## src/sv/lsr_pkg.sv

```systemverilog
// ----------------------------------------------------------------------------
// lsr_pkg
// Shared widths, register indexes and types of the Laplace stencil relaxation.
// ----------------------------------------------------------------------------
package lsr_pkg;

   // value and result widths
   localparam int VAL_W        = 32;
   localparam int RES_W        = 63;
   localparam int SQ_W         = 48;
   localparam int ROW_W        = 16;
   localparam int CFG_COLS_W   = 11;
   localparam int CSR_IDX_W    = 2;
   localparam int CSR_DATA_W   = 16;
   localparam int MIN_DIM      = 3;
   localparam int DEF_MAX_COLS = 1024;

   // register indexes of the write port
   typedef enum logic [CSR_IDX_W-1:0] {
      CSR_SWEEP_MODE = 2'd0,
      CSR_GRID_ROWS  = 2'd1,
      CSR_GRID_COLS  = 2'd2
   } csr_index_type;

   // live configuration handed to the datapath
   typedef struct packed {
      logic                  sweep_mode;
      logic [ROW_W-1:0]      grid_rows;
      logic [CFG_COLS_W-1:0] grid_cols;
   } cfg_type;

   // one emitted point between the stencil and the residual stages
   typedef struct packed {
      logic signed [VAL_W-1:0] new_value;
      logic signed [VAL_W-1:0] old_value;
      logic                    interior;
      logic                    done;
   } pt_type;

endpackage

```

## src/sv/lsr_resid.sv

```systemverilog
// ----------------------------------------------------------------------------
// lsr_resid
// Squared change, saturating residual sum and the result register.
// ----------------------------------------------------------------------------
module lsr_resid import lsr_pkg::*; (
   input  logic                    clock,
   input  logic                    reset,
   input  logic                    pt_valid,
   output logic                    pt_ready,
   input  pt_type                  pt,
   output logic                    rsp_valid,
   input  logic                    rsp_ready,
   output logic signed [VAL_W-1:0] rsp_new_value,
   output logic [RES_W-1:0]        rsp_residual,
   output logic                    rsp_sweep_done
);

   logic                    v3_ff, v4_ff, out_v_ff;
   logic [VAL_W-1:0]        mag_ff;
   logic signed [VAL_W-1:0] nv3_ff, nv4_ff, out_nv_ff;
   logic                    int3_ff, int4_ff, done3_ff, done4_ff, out_done_ff;
   logic [SQ_W-1:0]         sq_ff;
   logic [RES_W-1:0]        acc_ff, acc_in, out_res_ff;

   logic                    out_en, s4_en, s3_en, advance4;
   logic signed [VAL_W:0]   diff;
   logic [VAL_W:0]          mag;
   logic [2*VAL_W-1:0]      prod;
   logic [RES_W:0]          acc_sum;

   // handshake
   assign out_en   = !out_v_ff || rsp_ready;
   assign s4_en    = !v4_ff || out_en;
   assign s3_en    = !v3_ff || s4_en;
   assign pt_ready = s3_en;
   assign advance4 = v4_ff && out_en;

   // magnitude of the change, fits in the value width
   assign diff = (VAL_W + 1)'(pt.new_value) - (VAL_W + 1)'(pt.old_value);
   assign mag  = diff[VAL_W] ? (VAL_W + 1)'(-diff) : (VAL_W + 1)'(diff);

   // square truncated to Q32.16
   assign prod = (2 * VAL_W)'(mag_ff) * (2 * VAL_W)'(mag_ff);

   // saturating accumulate of interior points
   assign acc_sum = (RES_W + 1)'(acc_ff) + (RES_W + 1)'(sq_ff);
   always_comb begin
      acc_in = acc_ff;
      if (int4_ff) begin
         acc_in = acc_sum[RES_W] ? '1 : acc_sum[RES_W-1:0];
      end
   end

   // valid bits and running sum
   always_ff @(posedge clock) begin
      if (reset) begin
         v3_ff    <= 1'b0;
         v4_ff    <= 1'b0;
         out_v_ff <= 1'b0;
         acc_ff   <= '0;
      end else begin
         if (s3_en) begin
            v3_ff <= pt_valid;
         end
         if (s4_en) begin
            v4_ff <= v3_ff;
         end
         if (out_en) begin
            out_v_ff <= v4_ff;
         end
         if (advance4) begin
            acc_ff <= done4_ff ? '0 : acc_in;
         end
      end
   end

   // stage payloads
   always_ff @(posedge clock) begin
      if (s3_en) begin
         mag_ff   <= mag[VAL_W-1:0];
         nv3_ff   <= pt.new_value;
         int3_ff  <= pt.interior;
         done3_ff <= pt.done;
      end
      if (s4_en) begin
         sq_ff    <= prod[2*VAL_W-1:2*VAL_W-SQ_W];
         nv4_ff   <= nv3_ff;
         int4_ff  <= int3_ff;
         done4_ff <= done3_ff;
      end
      if (out_en) begin
         out_nv_ff   <= nv4_ff;
         out_res_ff  <= acc_in;
         out_done_ff <= done4_ff;
      end
   end

   assign rsp_valid      = out_v_ff;
   assign rsp_new_value  = out_nv_ff;
   assign rsp_residual   = out_res_ff;
   assign rsp_sweep_done = out_done_ff;

endmodule

```

## config.mk

```make
export PLATFORM = sky130hd
export DESIGN_NAME = lsr_resid
export DESIGN_NICKNAME = d
export VERILOG_FILES = /design/src/sv/lsr_pkg.sv /design/src/sv/lsr_resid.sv
export SDC_FILE = /design/constraint.sdc
export NUM_CORES = 2
export LEC_CHECK = 0
export BUFFER_PORTS_ARGS = -buffer_cell sky130_fd_sc_hd__buf_4
export CAP_MARGIN = 10
export CELL_PAD_IN_SITES_DETAIL_PLACEMENT = 1
export CELL_PAD_IN_SITES_GLOBAL_PLACEMENT = 2
export CORE_UTILIZATION = 43
export DETAILED_ROUTE_END_ITERATION = 10
export MAX_ROUTING_LAYER = met4
export PLACE_DENSITY_LB_ADDON = 0.1
export SYNTH_ARGS = -nofsm -noshare
export SYNTH_HDL_FRONTEND = slang
export SYNTH_SLANG_ARGS = --single-unit
```

## constraint.sdc

```tcl
create_clock -name clock -period 9.8 [get_ports clock]
set_input_delay 1.47 -clock clock [delete_from_list [all_inputs] [get_ports clock]]
set_output_delay 1.47 -clock clock [all_outputs]
set_load 0.01 [all_outputs]
```

==> out/summary.txt <==
met3 WL: 4.17 mm
Routed met1 length: 58.3 mm
routed vias: 31800
synthesized flop and latch total: 310
Via density: 5.22
final hold violation count: 0
area leader, netlist: fa_1
largest net degree at the start of global routing: 82
Top Layer Used: met4
CP Max Fanout: 15
drt total wl: 134 mm
fin crit period: 8950 ps
Syn-to-layout area delta: 9.54%
Met2 Wirelength: 69.0 mm
clock slew at reported path FFs: 70 ps
Critical path origin: mag_ff[7]
first-pass GRT wire length: 210 mm
most common cell after layout, fill and taps aside: inv_1
type of origin of the critical path: register
DR DRC count: 0
Die W: 325 um
Num CTS Buffers: 40
grt total ovfl: 0
Min-Delay Endpoint: nv4_ff[28]
yosys warns: 0
largest cells by area after synthesis: fa_1 35%, edfxtp_1 16%, ha_1 11%, inv_1 8.7%, and2_1 3.4%
IO buf count: 167
TritonCTS Sinks: 310
total negative slack: 0 ps
Post-Syn Area: 45000 um^2
Worst Reg-to-Reg Cells: 24
CTS tree: done
Fillers: 11700
top_reg_cell synth: edfxtp_1
Crit. End Element: register
post-CTS setup buffer count: 0
Max Clock Freq: 112 MHz
hold crit path type: reg2reg
multi-input logic area: 31800 um^2
count of cell types in the netlist: 78
critical path type: reg2reg
CTS resizes: 0
R2R Path End: sq_ff[47]
outcome: finished clean
initial antenna violation count: 3
Worst-Skew Late Latency: 600 ps
Seq/Total Area, Yosys: 0.192
# rows: 118
mean post-synth cell area: 9.83 um^2
arrival time at the worst endpoint: 9280 ps
critical path data required time: 10130 ps
DR pass1 iterations: 5
Post-synth EDFFs: 244
Hold-fix buffers, CTS: 0
Final period util: 0.913
Syn Inst Count: 4575
Final Max Tran Viols: 0
Worst-Margin Slew: 1080 ps
share of cells above drive strength 1: 0.0727
post-route ant nets: 0
Die ar.: 106000 um^2
Root Driver: clkbuf_16
deepest level of the CTS H-tree: 2
post-synth top area share: 0.353
Finish-stage setup viols: 0
FFs w/ async S/R, synth: 0
GRT Total Usage: 0.267
most frequent cells in the layout: 1036 x inv_1, 793 x fa_1, 379 x ha_1, 362 x nand2_1, 245 x and2_1
Worst slew margin: 0.279
wire per inst: 22.1 um
die height: 325 um
floorplan core area: 104000 um^2
io pins: 168
reg2reg start: mag_ff[7]
DR iter-0 viols: 1652
CTS max path bufs: 3
Net Count, Synth: 5817
NumNets Final: 5915
max-cap viol count: 0
number of global-route vias before repair: 35500
hold-critical path depth: 0
RD Place Congestion: 0.877
Worst Hold Launch: nv3_ff[28]
setup repair after global routing missed its margin: false
Clock Skews: 48.2 ps
FF-to-FF setup slack: 850 ps
Final HPWL DP: 110 mm
Initial Utilization: 0.434
Seq. cell area: 8650 um^2
-- cells by family after synthesis --
logic type / share of synthesized area
adders and majority gates: 0.458
buffers and inverters: 0.102
xor gates and xnor gates: 0.0384
DFF: 0.192
AOI/OAI and AO/OA: 0.0943
muxes: 0.00300
and+or+nand+nor: 0.112
-- stage by stage --
step | worst slack [ps] | hold slack (ps) | instances | area (um^2) | util
after floorplan | 2120 | 400 | 4575 | 45000 | -
final | 848 | 416 | 6086 | 49300 | 0.475
after detailed placement | 786 | 405 | 6010 | 47900 | 0.462
after CTS | 692 | 418 | 6084 | 49200 | 0.475
after global routing | 461 | 420 | 6086 | 49300 | 0.475
after global placement | 869 | 400 | 6010 | 47900 | 0.462
-- state kept, by name (all words and copies together), names as in the netlist, 32 cells and up --
signal and cells:
rsp_residual 63, rsp_new_value 32, mag_ff 32, nv4_ff 32, nv3_ff 32, sq_ff 48, acc_ff 63
-- synth_stat cells, drive strengths merged, types with 5 or more instances --
| master | number |
|---|---|
| inv | 1037 |
| fa | 793 |
| ha | 379 |
| nand2 | 363 |
| and2 | 245 |
| edfxtp | 244 |
| nor2 | 191 |
| a21oi | 166 |
| clkbuf | 166 |
| xnor2 | 104 |
| o21ai | 101 |
| xor2 | 93 |
| a21o | 91 |
| a31oi | 73 |
| dfxtp | 66 |
| nand3 | 46 |
| nand4 | 32 |
| nor3 | 30 |
| nor2b | 26 |
| a22o | 25 |
| o21bai | 23 |
| o21a | 22 |
| a211oi | 20 |
| and3 | 20 |
| nand2b | 18 |
| a31o | 14 |
| buf | 13 |
| o211ai | 11 |
| a211o | 10 |
| a41oi | 10 |
| nor4 | 10 |
| or2 | 10 |
| a221oi | 9 |
| and4 | 9 |
| mux2i | 9 |
| o31ai | 9 |
| or3 | 8 |
| a41o | 6 |
| o22a | 6 |
| o2111ai | 5 |
-- cell type report --
type	count	share of cell area
multi-input combinational	3047	0.645
sequential	310	0.176
inverter	1039	0.0792
timing repair buffer	235	0.0370
tap	1380	0.0350
clock buffer	49	0.0216
clock inverter	25	0.00630
antenna	1	0.0000508
-- critical path, stage by stage (launching register included) --
cell and delay [ps]:
edfxtp_1 830, inv_1 480, nor2_1 370, fa_1 470, fa_1 430, fa_1 550
inv_1 50, fa_1 480, inv_1 50, fa_1 530, fa_1 580, fa_1 440
fa_1 450, ha_1 370, a21oi_1 310, o2111ai_1 180, a221oi_1 280, nand2_1 140
a31oi_1 260, a211oi_1 130, o31ai_1 490, buf_4 230, nor2_1 40, o41a_1 380
xnor2_1 130
-- worst max path at each step --
stage                endpoint  slack (ps)  cells after the start
floorplan           sq_ff[47]        2120                     27
global placement    sq_ff[47]         870                     26
detailed placement  sq_ff[47]         790                     26
CTS                 sq_ff[47]         690                     26
global route        sq_ff[47]         460                     24
finish              sq_ff[47]         850                     24
-- routing by layer --
layer,GRT usage,vias up
met3,0.0238,121
li1,-,14600
met4,0.0558,0
met5,-,-
met2,0.464,479
met1,0.340,16500
Power is not shown: default switching activity piles up to over one toggle a cycle in this logic, so the estimate is an artifact.
